## src/rtl/bafr_pkg.sv

```systemverilog
`timescale 1ns / 1ps
`default_nettype none
// ----------------------------------------------------------------------------
// bafr_pkg
// Shared types, codes and reset constants of the region allocator.
// ----------------------------------------------------------------------------
package bafr_pkg;

  localparam int unsigned MIB           = 1048576;
  localparam int          NUM_SLOTS_DEF = 16;

  localparam int WORD_W    = 32;
  localparam int HDR_W     = 16;
  localparam int STAT_W    = 3;
  localparam int FCNT_W    = 5;
  localparam int CFG_IDX_W = 2;

  // register reset values
  localparam logic [WORD_W-1:0] SEG_RST  = 32'd268435456;
  localparam logic [HDR_W-1:0]  HDR_RST  = 16'd4096;
  localparam logic [WORD_W-1:0] THR_RST  = 32'(MIB);
  localparam logic [WORD_W-1:0] FREE_RST = SEG_RST - {16'd0, HDR_RST};

  // configuration register indexes
  typedef enum logic [CFG_IDX_W-1:0] {
    REG_SEGMENT   = 2'd0,
    REG_HEADER    = 2'd1,
    REG_THRESHOLD = 2'd2
  } reg_idx_t;

  // request kinds
  localparam logic REQ_ALLOC = 1'b0;
  localparam logic REQ_FREE  = 1'b1;

  // reply status codes
  typedef enum logic [STAT_W-1:0] {
    STAT_NEW         = 3'd0,
    STAT_REUSE       = 3'd1,
    STAT_NOMEM       = 3'd2,
    STAT_FREE_TRK    = 3'd3,
    STAT_FREE_UNTRK  = 3'd4
  } stat_t;

  // shared arithmetic unit operations
  typedef enum logic [2:0] {
    OP_ADD,
    OP_ADD_SAT,
    OP_SUB_SAT,
    OP_GE,
    OP_EQ
  } alu_op_t;

  typedef struct packed {
    logic [WORD_W-1:0] value;
    logic              flag;
  } alu_res_t;

  // fragment table commands
  typedef struct packed {
    logic clr;
    logic wr;
    logic rel_set;
    logic rel_clr;
  } slot_op_t;

endpackage
`default_nettype wire

```

## src/rtl/bafr_req_if.sv

```systemverilog
`timescale 1ns / 1ps
`default_nettype none
// ----------------------------------------------------------------------------
// bafr_req_if
// Request channel: alloc or free word with valid/ready handshake.
// ----------------------------------------------------------------------------
interface bafr_req_if;
  logic        valid;
  logic        ready;
  logic        req_type;
  logic [31:0] req_size;
  logic [31:0] req_offset;

  modport source (output valid, req_type, req_size, req_offset, input ready);
  modport sink   (input valid, req_type, req_size, req_offset, output ready);
endinterface
`default_nettype wire

```

## src/rtl/bafr_rsp_if.sv

```systemverilog
`timescale 1ns / 1ps
`default_nettype none
// ----------------------------------------------------------------------------
// bafr_rsp_if
// Reply channel: status, block offset and counters, valid/ready handshake.
// ----------------------------------------------------------------------------
interface bafr_rsp_if;
  logic        valid;
  logic        ready;
  logic [2:0]  status;
  logic        bad_offset;
  logic [31:0] block_offset;
  logic [31:0] used_total;
  logic [31:0] free_total;
  logic [4:0]  frags_tracked;
  logic [4:0]  frags_busy;
  logic [4:0]  frags_busy_peak;
  logic [31:0] large_total;

  modport source (output valid, status, bad_offset, block_offset, used_total,
                  free_total, frags_tracked, frags_busy, frags_busy_peak,
                  large_total, input ready);
  modport sink   (input valid, status, bad_offset, block_offset, used_total,
                  free_total, frags_tracked, frags_busy, frags_busy_peak,
                  large_total, output ready);
endinterface
`default_nettype wire

```

## src/rtl/bafr_alu.sv

```systemverilog
`timescale 1ns / 1ps
`default_nettype none
// ----------------------------------------------------------------------------
// bafr_alu
// Shared 32-bit add/subtract unit with saturation, compare and equality.
// ----------------------------------------------------------------------------
module bafr_alu (
  input  bafr_pkg::alu_op_t  op,
  input  logic [31:0]        a,
  input  logic [31:0]        b,
  output bafr_pkg::alu_res_t res
);

  logic        sub;
  logic [31:0] b_eff;
  logic [32:0] sum;

  // one adder; subtract by inverting b and carrying in
  assign sub   = (op == bafr_pkg::OP_SUB_SAT) || (op == bafr_pkg::OP_GE);
  assign b_eff = sub ? ~b : b;
  assign sum   = {1'b0, a} + {1'b0, b_eff} + {32'd0, sub};

  always_comb begin
    res.value = sum[31:0];
    res.flag  = sum[32];
    case (op)
      bafr_pkg::OP_ADD: begin
        res.value = sum[31:0];
        res.flag  = sum[32];
      end
      bafr_pkg::OP_ADD_SAT: begin
        res.value = sum[32] ? '1 : sum[31:0];
        res.flag  = sum[32];
      end
      bafr_pkg::OP_SUB_SAT: begin
        // carry out set means no borrow
        res.value = sum[32] ? sum[31:0] : '0;
        res.flag  = sum[32];
      end
      bafr_pkg::OP_GE: begin
        res.value = sum[31:0];
        res.flag  = sum[32];
      end
      bafr_pkg::OP_EQ: begin
        res.value = sum[31:0];
        res.flag  = (a == b);
      end
      default: begin
        res.value = sum[31:0];
        res.flag  = 1'b0;
      end
    endcase
  end

endmodule
`default_nettype wire

```

## src/rtl/bafr_slot_table.sv

```systemverilog
`timescale 1ns / 1ps
`default_nettype none
// ----------------------------------------------------------------------------
// bafr_slot_table
// Fragment table: offset/size memory with registered read, plus valid and
// released flags kept in flops.
// ----------------------------------------------------------------------------
module bafr_slot_table #(
  parameter int NUM_SLOTS = bafr_pkg::NUM_SLOTS_DEF,
  parameter int IDX_W     = (NUM_SLOTS > 1) ? $clog2(NUM_SLOTS) : 1
) (
  input  logic                 clk,
  input  logic                 rst,
  input  bafr_pkg::slot_op_t   op,
  input  logic [IDX_W-1:0]     rd_addr,
  output logic [31:0]          rd_offset,
  output logic [31:0]          rd_size,
  input  logic [IDX_W-1:0]     wr_addr,
  input  logic [31:0]          wr_offset,
  input  logic [31:0]          wr_size,
  output logic [NUM_SLOTS-1:0] valid,
  output logic [NUM_SLOTS-1:0] released
);

  logic [31:0] mem_offset [NUM_SLOTS];
  logic [31:0] mem_size   [NUM_SLOTS];

  // payload memory, one write and one read port
  always_ff @(posedge clk) begin
    if (op.wr) begin
      mem_offset[wr_addr] <= wr_offset;
      mem_size[wr_addr]   <= wr_size;
    end
    rd_offset <= mem_offset[rd_addr];
    rd_size   <= mem_size[rd_addr];
  end

  // per-slot flags
  always_ff @(posedge clk) begin
    if (rst || op.clr) begin
      valid    <= '0;
      released <= '0;
    end else begin
      if (op.wr) begin
        valid[wr_addr]    <= 1'b1;
        released[wr_addr] <= 1'b0;
      end
      if (op.rel_set) released[wr_addr] <= 1'b1;
      if (op.rel_clr) released[wr_addr] <= 1'b0;
    end
  end

endmodule
`default_nettype wire

```

## src/rtl/bump_allocator_large_frag_recycle_core.sv

```systemverilog
`timescale 1ns / 1ps
`default_nettype none
// ----------------------------------------------------------------------------
// bump_allocator_large_frag_recycle_core
// Region allocator with bump pointer and recycling of large fragments.
// ----------------------------------------------------------------------------
// Usage:
//   req carries alloc/free words, rsp returns one reply word per request.
//   cfg_we/cfg_index/cfg_data write segment_bytes, header_bytes and
//   large_threshold; a geometry write restarts the allocator (req.ready low
//   in the write cycle and while the restart state runs).
// Throughput:
//   One request at a time. The next request is taken at the earliest at the
//   first edge at which the previous reply word can be taken. The table scan
//   reads one slot a cycle through the registered memory port, and every add,
//   subtract and compare on sizes, offsets and byte totals goes through the
//   one shared ALU.
// Reset:
//   rst (synchronous) loads the default geometry and free count, zeroes the
//   other counters and the table's flags; the reply register comes up empty.
// Stall:
//   A finished reply sits in the output register; the next request is
//   accepted meanwhile but its own reply waits until rsp.ready takes the word.
// ----------------------------------------------------------------------------
module bump_allocator_large_frag_recycle_core #(
  parameter int NUM_SLOTS = bafr_pkg::NUM_SLOTS_DEF
) (
  input  logic                  clk,
  input  logic                  rst,
  bafr_req_if.sink              req,
  bafr_rsp_if.source            rsp,
  input  logic                  cfg_we,
  input  logic [bafr_pkg::CFG_IDX_W-1:0] cfg_index,
  input  logic [31:0]           cfg_data
);

  localparam int IDX_W  = (NUM_SLOTS > 1) ? $clog2(NUM_SLOTS) : 1;
  localparam int SCNT_W = $clog2(NUM_SLOTS + 1);
  localparam int CW     = (SCNT_W > bafr_pkg::FCNT_W) ? SCNT_W : bafr_pkg::FCNT_W;

  typedef enum logic [3:0] {
    S_IDLE, S_RESTART, S_CLASS, S_SCAN, S_FLO, S_FHI,
    S_BUMP, S_FIT, S_USED, S_FREE, S_LARGE, S_REPLY
  } state_t;

  state_t state;

  // configuration
  logic [31:0] seg;
  logic [15:0] hdr;
  logic [31:0] thr;

  // allocator state
  logic [31:0] next_free;
  logic [31:0] used_count;
  logic [31:0] free_count;
  logic [31:0] large_bytes;
  logic [CW-1:0] tracked_count;
  logic [CW-1:0] busy_count;
  logic [CW-1:0] busy_peak;

  // current request
  logic        is_free;
  logic [31:0] size_q;
  logic [31:0] off_q;
  logic        large_q;
  logic        lo_ok;
  bafr_pkg::stat_t status_q;
  logic        bad_q;
  logic [31:0] blk_q;
  logic [31:0] sum_q;
  logic        carry_q;

  // scan control
  logic [SCNT_W-1:0] iss_cnt;
  logic              chk_en;
  logic [IDX_W-1:0]  chk_idx;
  logic              empty_found;
  logic [IDX_W-1:0]  empty_idx;

  // reply register
  logic        out_valid;
  bafr_pkg::stat_t out_status;
  logic        out_bad;
  logic [31:0] out_blk;
  logic [31:0] out_used;
  logic [31:0] out_free;
  logic [4:0]  out_tracked;
  logic [4:0]  out_busy;
  logic [4:0]  out_peak;
  logic [31:0] out_large;

  // table and ALU wiring
  bafr_pkg::slot_op_t  slot_op;
  logic [IDX_W-1:0]    wr_addr;
  logic [31:0]         rd_offset;
  logic [31:0]         rd_size;
  logic [NUM_SLOTS-1:0] slot_valid;
  logic [NUM_SLOTS-1:0] slot_released;

  bafr_pkg::alu_op_t   alu_op;
  logic [31:0]         alu_a;
  logic [31:0]         alu_b;
  bafr_pkg::alu_res_t  alu_r;

  logic          vld_c;
  logic          rel_c;
  logic          hit_c;
  logic          last_c;
  logic          issue_c;
  logic          restart_c;
  logic          load_c;
  logic [CW-1:0] busy_inc;
  logic [CW-1:0] peak_inc;

  bafr_slot_table #(
    .NUM_SLOTS (NUM_SLOTS),
    .IDX_W     (IDX_W)
  ) u_table (
    .clk       (clk),
    .rst       (rst),
    .op        (slot_op),
    .rd_addr   (iss_cnt[IDX_W-1:0]),
    .rd_offset (rd_offset),
    .rd_size   (rd_size),
    .wr_addr   (wr_addr),
    .wr_offset (blk_q),
    .wr_size   (size_q),
    .valid     (slot_valid),
    .released  (slot_released)
  );

  bafr_alu u_alu (
    .op  (alu_op),
    .a   (alu_a),
    .b   (alu_b),
    .res (alu_r)
  );

  // ALU operand select per sequencer step
  always_comb begin
    alu_op = bafr_pkg::OP_ADD;
    alu_a  = '0;
    alu_b  = '0;
    case (state)
      S_RESTART: begin
        alu_op = bafr_pkg::OP_SUB_SAT; alu_a = seg;        alu_b = {16'd0, hdr};
      end
      S_CLASS: begin
        alu_op = bafr_pkg::OP_GE;      alu_a = size_q;     alu_b = thr;
      end
      S_SCAN: begin
        if (is_free) begin
          alu_op = bafr_pkg::OP_EQ;    alu_a = rd_offset;  alu_b = off_q;
        end else begin
          alu_op = bafr_pkg::OP_GE;    alu_a = rd_size;    alu_b = size_q;
        end
      end
      S_FLO: begin
        alu_op = bafr_pkg::OP_GE;      alu_a = off_q;      alu_b = {16'd0, hdr};
      end
      S_FHI: begin
        alu_op = bafr_pkg::OP_GE;      alu_a = off_q;      alu_b = seg;
      end
      S_BUMP: begin
        alu_op = bafr_pkg::OP_ADD;     alu_a = next_free;  alu_b = size_q;
      end
      S_FIT: begin
        alu_op = bafr_pkg::OP_GE;      alu_a = sum_q;      alu_b = seg;
      end
      S_USED: begin
        alu_op = bafr_pkg::OP_ADD_SAT; alu_a = used_count; alu_b = size_q;
      end
      S_FREE: begin
        alu_op = bafr_pkg::OP_SUB_SAT; alu_a = free_count; alu_b = size_q;
      end
      S_LARGE: begin
        alu_op = bafr_pkg::OP_ADD_SAT; alu_a = large_bytes; alu_b = size_q;
      end
      default: begin
        alu_op = bafr_pkg::OP_ADD;
      end
    endcase
  end

  // scan match and counter helpers
  assign vld_c    = slot_valid[chk_idx];
  assign rel_c    = slot_released[chk_idx];
  assign hit_c    = chk_en && vld_c && alu_r.flag && (is_free || rel_c);
  assign last_c   = chk_en && (chk_idx == IDX_W'(NUM_SLOTS - 1));
  assign issue_c  = (iss_cnt < SCNT_W'(NUM_SLOTS));
  assign busy_inc = busy_count + CW'(1);
  assign peak_inc = (busy_inc > busy_peak) ? busy_inc : busy_peak;

  // geometry write and reply load
  assign restart_c = cfg_we && ((cfg_index == bafr_pkg::REG_SEGMENT) ||
                                (cfg_index == bafr_pkg::REG_HEADER));
  assign load_c    = (state == S_REPLY) && !restart_c && (!out_valid || rsp.ready);

  // fragment table commands
  always_comb begin
    slot_op = '0;
    wr_addr = chk_idx;
    case (state)
      S_RESTART: slot_op.clr = 1'b1;
      S_SCAN: begin
        if (hit_c) begin
          if (is_free) slot_op.rel_set = !rel_c;
          else         slot_op.rel_clr = 1'b1;
        end
      end
      S_LARGE: begin
        slot_op.wr = 1'b1;
        wr_addr    = empty_idx;
      end
      default: slot_op = '0;
    endcase
  end

  // sequencer, state and reply register
  always_ff @(posedge clk) begin
    if (rst) begin
      state         <= S_IDLE;
      seg           <= bafr_pkg::SEG_RST;
      hdr           <= bafr_pkg::HDR_RST;
      thr           <= bafr_pkg::THR_RST;
      next_free     <= {16'd0, bafr_pkg::HDR_RST};
      used_count    <= '0;
      free_count    <= bafr_pkg::FREE_RST;
      large_bytes   <= '0;
      tracked_count <= '0;
      busy_count    <= '0;
      busy_peak     <= '0;
      out_valid     <= 1'b0;
      iss_cnt       <= '0;
      chk_en        <= 1'b0;
      empty_found   <= 1'b0;
    end else begin
      if (load_c)         out_valid <= 1'b1;
      else if (rsp.ready) out_valid <= 1'b0;

      if (restart_c) begin
        state <= S_RESTART;
      end else begin
        case (state)
          S_IDLE: begin
            if (req.valid) begin
              is_free     <= req.req_type;
              size_q      <= req.req_size;
              off_q       <= req.req_offset;
              bad_q       <= 1'b0;
              blk_q       <= '0;
              large_q     <= 1'b0;
              iss_cnt     <= '0;
              chk_en      <= 1'b0;
              empty_found <= 1'b0;
              state       <= (req.req_type == bafr_pkg::REQ_FREE) ? S_SCAN : S_CLASS;
            end
          end
          S_RESTART: begin
            next_free     <= {16'd0, hdr};
            used_count    <= '0;
            free_count    <= alu_r.value;
            large_bytes   <= '0;
            tracked_count <= '0;
            busy_count    <= '0;
            busy_peak     <= '0;
            state         <= S_IDLE;
          end
          S_CLASS: begin
            large_q <= alu_r.flag;
            state   <= alu_r.flag ? S_SCAN : S_BUMP;
          end
          S_SCAN: begin
            // issue one read a cycle, check the slot read last cycle
            chk_en  <= issue_c;
            chk_idx <= iss_cnt[IDX_W-1:0];
            if (issue_c) iss_cnt <= iss_cnt + SCNT_W'(1);
            if (chk_en && !vld_c && !empty_found && !is_free) begin
              empty_found <= 1'b1;
              empty_idx   <= chk_idx;
            end
            if (hit_c) begin
              if (is_free) begin
                status_q <= bafr_pkg::STAT_FREE_TRK;
                if (!rel_c && (busy_count != '0)) busy_count <= busy_count - CW'(1);
                state <= S_FLO;
              end else begin
                status_q   <= bafr_pkg::STAT_REUSE;
                blk_q      <= rd_offset;
                busy_count <= busy_inc;
                busy_peak  <= peak_inc;
                state      <= S_REPLY;
              end
            end else if (last_c) begin
              if (is_free) begin
                status_q <= bafr_pkg::STAT_FREE_UNTRK;
                state    <= S_FLO;
              end else begin
                state <= S_BUMP;
              end
            end
          end
          S_FLO: begin
            lo_ok <= alu_r.flag;
            state <= S_FHI;
          end
          S_FHI: begin
            bad_q <= !lo_ok || alu_r.flag;
            state <= S_REPLY;
          end
          S_BUMP: begin
            // new pointer, carry kept for the fit check
            sum_q   <= alu_r.value;
            carry_q <= alu_r.flag;
            state   <= S_FIT;
          end
          S_FIT: begin
            // fail when the new pointer reaches the end, exact fit included
            if (carry_q || alu_r.flag) begin
              status_q <= bafr_pkg::STAT_NOMEM;
              state    <= S_REPLY;
            end else begin
              status_q  <= bafr_pkg::STAT_NEW;
              blk_q     <= next_free;
              next_free <= sum_q;
              state     <= S_USED;
            end
          end
          S_USED: begin
            used_count <= alu_r.value;
            state      <= S_FREE;
          end
          S_FREE: begin
            free_count <= alu_r.value;
            state      <= (large_q && empty_found) ? S_LARGE : S_REPLY;
          end
          S_LARGE: begin
            large_bytes   <= alu_r.value;
            tracked_count <= tracked_count + CW'(1);
            busy_count    <= busy_inc;
            busy_peak     <= peak_inc;
            state         <= S_REPLY;
          end
          S_REPLY: begin
            if (load_c) begin
              out_status  <= status_q;
              out_bad     <= bad_q;
              out_blk     <= blk_q;
              out_used    <= used_count;
              out_free    <= free_count;
              out_tracked <= tracked_count[4:0];
              out_busy    <= busy_count[4:0];
              out_peak    <= busy_peak[4:0];
              out_large   <= large_bytes;
              state       <= S_IDLE;
            end
          end
          default: state <= S_IDLE;
        endcase
      end

      // register writes; geometry writes restart the allocator above
      if (cfg_we) begin
        case (cfg_index)
          bafr_pkg::REG_SEGMENT:   seg <= cfg_data;
          bafr_pkg::REG_HEADER:    hdr <= cfg_data[15:0];
          bafr_pkg::REG_THRESHOLD: thr <= cfg_data;
          default: ;
        endcase
      end
    end
  end

  assign req.ready           = (state == S_IDLE) && !restart_c;
  assign rsp.valid           = out_valid;
  assign rsp.status          = out_status;
  assign rsp.bad_offset      = out_bad;
  assign rsp.block_offset    = out_blk;
  assign rsp.used_total      = out_used;
  assign rsp.free_total      = out_free;
  assign rsp.frags_tracked   = out_tracked;
  assign rsp.frags_busy      = out_busy;
  assign rsp.frags_busy_peak = out_peak;
  assign rsp.large_total     = out_large;

  // tracked count follows the table's valid flags
  a_tracked_match: assert property (@(posedge clk) disable iff (rst)
    int'(tracked_count) == $countones(slot_valid))
    else $error("tracked count differs from valid slots");

  // in-use count follows valid slots that are not released
  a_busy_match: assert property (@(posedge clk) disable iff (rst)
    int'(busy_count) == $countones(slot_valid & ~slot_released))
    else $error("busy count differs from in-use slots");

  // peak never below the current in-use count
  a_peak_ge_busy: assert property (@(posedge clk) disable iff (rst)
    busy_peak >= busy_count)
    else $error("busy peak below busy count");

  // an accepted word starts work right away
  a_accept_leaves_idle: assert property (@(posedge clk) disable iff (rst)
    req.valid && req.ready |=> state != S_IDLE)
    else $error("accepted word did not start");

  // failed allocations and frees hand out no block
  a_no_block_on_fail: assert property (@(posedge clk) disable iff (rst)
    rsp.valid && (rsp.status == bafr_pkg::STAT_NOMEM ||
                  rsp.status == bafr_pkg::STAT_FREE_TRK ||
                  rsp.status == bafr_pkg::STAT_FREE_UNTRK) |-> rsp.block_offset == '0)
    else $error("block offset set on failed alloc or free");

endmodule
`default_nettype wire

```

## src/flat_wrapper.sv

```systemverilog
// flat-port wrapper written by rule: the top's interface ports become plain ports
module bump_allocator_large_frag_recycle_core_flat 
#(
  parameter int NUM_SLOTS = bafr_pkg::NUM_SLOTS_DEF
)
  (clk, rst, cfg_we, cfg_index, cfg_data, req_valid, req_req_type, req_req_size, req_req_offset, req_ready, rsp_valid, rsp_status, rsp_bad_offset, rsp_block_offset, rsp_used_total, rsp_free_total, rsp_frags_tracked, rsp_frags_busy, rsp_frags_busy_peak, rsp_large_total, rsp_ready);
  bafr_req_if req_i ();
  bafr_rsp_if rsp_i ();
  input  logic clk;
  input  logic rst;
  input  logic cfg_we;
  input  logic [bafr_pkg::CFG_IDX_W-1:0] cfg_index;
  input  logic [31:0] cfg_data;
  input wire logic [$bits(req_i.valid)-1:0] req_valid;
  input wire logic [$bits(req_i.req_type)-1:0] req_req_type;
  input wire logic [$bits(req_i.req_size)-1:0] req_req_size;
  input wire logic [$bits(req_i.req_offset)-1:0] req_req_offset;
  output wire logic [$bits(req_i.ready)-1:0] req_ready;
  output wire logic [$bits(rsp_i.valid)-1:0] rsp_valid;
  output wire logic [$bits(rsp_i.status)-1:0] rsp_status;
  output wire logic [$bits(rsp_i.bad_offset)-1:0] rsp_bad_offset;
  output wire logic [$bits(rsp_i.block_offset)-1:0] rsp_block_offset;
  output wire logic [$bits(rsp_i.used_total)-1:0] rsp_used_total;
  output wire logic [$bits(rsp_i.free_total)-1:0] rsp_free_total;
  output wire logic [$bits(rsp_i.frags_tracked)-1:0] rsp_frags_tracked;
  output wire logic [$bits(rsp_i.frags_busy)-1:0] rsp_frags_busy;
  output wire logic [$bits(rsp_i.frags_busy_peak)-1:0] rsp_frags_busy_peak;
  output wire logic [$bits(rsp_i.large_total)-1:0] rsp_large_total;
  input wire logic [$bits(rsp_i.ready)-1:0] rsp_ready;
  assign req_i.valid = req_valid;
  assign req_i.req_type = req_req_type;
  assign req_i.req_size = req_req_size;
  assign req_i.req_offset = req_req_offset;
  assign req_ready = req_i.ready;
  assign rsp_valid = rsp_i.valid;
  assign rsp_status = rsp_i.status;
  assign rsp_bad_offset = rsp_i.bad_offset;
  assign rsp_block_offset = rsp_i.block_offset;
  assign rsp_used_total = rsp_i.used_total;
  assign rsp_free_total = rsp_i.free_total;
  assign rsp_frags_tracked = rsp_i.frags_tracked;
  assign rsp_frags_busy = rsp_i.frags_busy;
  assign rsp_frags_busy_peak = rsp_i.frags_busy_peak;
  assign rsp_large_total = rsp_i.large_total;
  assign rsp_i.ready = rsp_ready;
  bump_allocator_large_frag_recycle_core #(.NUM_SLOTS(NUM_SLOTS)) u_core (.clk(clk), .rst(rst), .req(req_i), .rsp(rsp_i), .cfg_we(cfg_we), .cfg_index(cfg_index), .cfg_data(cfg_data));
endmodule
```

## config.mk

```make
export PLATFORM = sky130hd
export DESIGN_NAME = bump_allocator_large_frag_recycle_core_flat
export DESIGN_NICKNAME = d
export VERILOG_FILES = /design/src/rtl/bafr_pkg.sv /design/src/rtl/bafr_req_if.sv /design/src/rtl/bafr_rsp_if.sv /design/src/rtl/bafr_alu.sv /design/src/rtl/bafr_slot_table.sv /design/src/rtl/bump_allocator_large_frag_recycle_core.sv /design/src/flat_wrapper.sv
export SDC_FILE = /design/constraint.sdc
export NUM_CORES = 2
export LEC_CHECK = 0
export BUFFER_PORTS_ARGS = -buffer_cell sky130_fd_sc_hd__buf_2
export CAP_MARGIN = 15
export CELL_PAD_IN_SITES_DETAIL_PLACEMENT = 1
export CELL_PAD_IN_SITES_GLOBAL_PLACEMENT = 1
export CORE_ASPECT_RATIO = 1.1
export CORE_MARGIN = 2
export CORE_UTILIZATION = 47
export DETAILED_ROUTE_END_ITERATION = 7
export PLACE_DENSITY_LB_ADDON = 0.1
export SLEW_MARGIN = 0
export SYNTH_ARGS = -nofsm -noshare
export SYNTH_HDL_FRONTEND = slang
export SYNTH_HIERARCHICAL = 1
export SYNTH_SLANG_ARGS = --single-unit
```

## constraint.sdc

```tcl
create_clock -name clk -period 11.6 [get_ports clk]
set_clock_uncertainty 0.1 [all_clocks]
set_input_delay 1.16 -clock clk [delete_from_list [all_inputs] [get_ports clk]]
set_output_delay 1.16 -clock clk [all_outputs]
set_load 0.01 [all_outputs]
```

==> summary.txt <==
Placed design
  • HPWL after DPL: about 130000 um
  • RD Place Congestion: 0.9334
  • Dpl cell area: roughly 0.068 mm2
  • IO buf count: 252

Timing
  • Final setup viols: 0
  • Slew Viols, Final: 0
  • Worst-Margin Slew: 1.188 ns
  • Rel. slew slack: 0.2066
  • Period utilization: 0.6995
  • Fin Setup TNS: 0 ns
  • RSZ-0062 raised after global routing: false
  • Highest clock rate: between 0.1 and 0.15 GHz
  • Fin. Hold Viols: 0
  • Final min period: 8.114 ns

Clocking
  • CTS tree: built
  • Postcts setup bufs: 0
  • # clock sinks: 1646
  • Root buffer cell: clkbuf_16
  • Clk buf depth: 3
  • # resized after CTS: 0
  • TritonCTS buffer count: around 170
  • Hold buffers post-CTS: 0
  • H-tree depth: 4
  • Skew-Pair Late Insertion Delay: 0.81 ns
  • Clk pin slew, worst setup/hold paths: 0.06 ns

Die
  • Core area: between 0.1 and 0.15 mm2
  • Die width: 358.8 um
  • Die area: 0.1415 mm2
  • Initial Util: 0.4725
  • Ports: around 250
  • Die Ht: ~390 um
  • Rows: 143

Route
  • Routed WL: 204200 um
  • Drt initial violations: 4341
  • DR WL/cell: 32.35 um
  • Vias per cell: 6.242
  • DRC: 4
  • Drt pass-1 iters: 8
  • Vias: ~40000
  • Routed Antenna Nets: 0

Finish
  • Top Registers: u_core/u_table/mem_offset: 512 flops, u_core/u_table/mem_size: 512 flops
  • FILL cells: 12904
  • Layout area overhead: 13.29%
  • NumNets Final: roughly 4500
  • Final instance area: between 0.07 and 0.08 mm2
  • Layout cells sized above 1: 0.2065

Worst setup path
  • Worst EP required: 11.91 ns
  • CP Class: flop to flop
  • Crit Path Max Fanout: 40
  • CP startpoint kind: flop
  • Critical R2R Launch: u_core/state[2]
  • Crit path launch: u_core/state[2]
  • CP Capture Type: flop
  • CP arrival: 8.42 ns
  • Cells on worst reg2reg path: 25

Global routing
  • Global Route Usage Sum: 0.2879
  • Grt total ovfl: 0
  • Initial antenna violation count: 9
  • Vias in the first global route: 39918
  • Largest net degree at the start of global routing: 114
  • First-pass GRT wire length: 294100 um

Logic synthesis
  • Syn avg cell area: 15.83 um2
  • Synth warnings: 6
  • Top FF cell, synth: edfxtp_1
  • Yosys reg bits: 1646
  • Ys async rst share: 0
  • Post-synth cell types: 80
  • Seq/Total Area, Yosys: 0.7084
  • Cells after synthesis: a little over 4000
  • EDFF count, synth: 1315
  • Mapped Area: 0.06510 mm2
  • Syn nets: 4260

Outcome
  • Failing checks: design-rule violations
  • Status: finished, violations left

Min path
  • Min-delay worst type: flop to flop
  • Hold Crit Depth: 0
  • HP Start: u_core/status_q[0]

Pwr
  • LEAKAGE: roughly 24 nW
  • Pwr dens: around 190 mW/mm2
  • Max VDD drop: between 0.15 and 0.2 mV

Flow run
  • Max-cap violations: 0
[report_power, final]
| part | leakage [nW] | internal [mW] | switching, mW |
|---|---|---|---|
| clock | 2.68 | 3.12 | 2.27 |
| sequential | 14.6 | 6.53 | 0.185 |
| combinational | 6.97 | 0.612 | 1.35 |
| total | 24.2 | 10.3 | 3.81 |
[cells in the final DEF, fill, tap and decap left out, types with 14 or more instances in the layout]
cell type  instances
a22oi_1          211
buf_2            251
xor2_1            34
a21oi_1          149
a21oi_2           19
edfxtp_1        1315
nor2b_1           24
a2bb2oi_1         15
and3_4            15
clkbuf_16        171
nand4_1           15
nand3_1           49
a221oi_1          55
clkbuf_8          23
inv_1             31
nand3b_1          24
a21o_1            18
clkbuf_1          55
a311oi_1          16
clkinv_2          21
nor3_1            20
nand2_1          511
xnor2_1           65
mux4_2           256
o21ai_2           16
a222oi_1          32
buf_4             69
o21ai_0           83
ha_1              42
mux2i_1           75
a22o_1            65
a32oi_1           17
clkinv_1          16
nor2_1           183
nand2b_1          14
dfxtp_1          328
mux2_2            14
[critical path, cell delays in order (launching register included)]
cell and delay (ns):
dfxtp_1 0.82, inv_1 0.31, nand2_1 0.23, nor2_4 0.04, buf_4 0.23, nand2_1 0.26, inv_1 0.10, buf_4 0.32
a222oi_1 0.34, nand3_1 0.23, nor3b_2 0.29, a21oi_1 0.09, fa_1 0.42, nand2b_1 0.18, a21oi_1 0.25, o21bai_1 0.27
nand2_1 0.15, a211oi_2 0.12, o31a_1 0.36, o21ai_0 0.10, buf_4 0.23, and3_1 0.17, nand3_1 0.09, and2_1 0.22
nor4_2 0.80, o21a_2 0.92
[layer usage]
metal	track usage	wire length, um
met5	0	0
met3	0.05000	14800
met2	0.4617	96840
met1	0.4091	87260
met4	0.07640	5278
[synthesized netlist by cell type, types with 65 or more instances]
cell type	instances	area share
nor2_1	193	0.011
a22oi_1	211	0.024
clkbuf_1	172	0.0099
xnor2_1	65	0.0087
dfxtp_1	331	0.10
edfxtp_1	1315	0.61
a22o_1	65	0.0087
nand2_1	512	0.030
mux4_2	256	0.089
mux2i_1	75	0.012
o21ai_0	84	0.0065
a21oi_1	150	0.012
[worst paths after layout]
check	to	slack, ns
min reg2reg	u_core/rsp.status[0]	0.33
max reg2reg	u_core/blk_q[27]	3.49
max	u_core/blk_q[27]	3.49
min	u_core/rsp.status[0]	0.33
[logic make-up after synthesis]
group,count (synthesis),synth area share
flip-flops,1646,0.7084
AND/OR/NAND/NOR,920,0.06095
AO/OA/AOI/OAI,772,0.08590
multiplexers,346,0.1028
buffers and inverters,287,0.02032
XOR/XNOR,99,0.01332
adder cells (fa/ha/maj),43,0.008380
[final cells by class]
| type | instances | area [um2] | share of cell area |
|---|---|---|---|
| flip-flops and latches | 1646 | 46120 | 0.6254 |
| multi-input cells | 2180 | 17860 | 0.2422 |
| clock buffers | 249 | 4802 | 0.06511 |
| well taps | 1812 | 2267 | 0.03074 |
| repair buffers | 326 | 1886 | 0.02557 |
| clock inverters | 65 | 680.7 | 0.009229 |
| inverters | 32 | 120.1 | 0.001629 |
| diodes | 2 | 5.005 | 0.00006786 |
[metrics by stage]
step | setup WS, ns | power (mW) | hold WS, ns | util | std cells
detailed placement | 3.588 | 8.735 | 0.3224 | 0.4955 | 5996
global placement | 3.687 | 8.737 | 0.3124 | 0.4955 | 5996
finish | 3.486 | 14.07 | 0.3335 | 0.5353 | 6312
global route | 2.883 | 14.51 | 0.3344 | 0.5353 | 6310
floorplan | 3.544 | 7.998 | 0.3003 | - | 4113
CTS | 3.565 | 14.12 | 0.3364 | 0.5353 | 6310
Note: power is estimated with default switching activity, not from simulation.
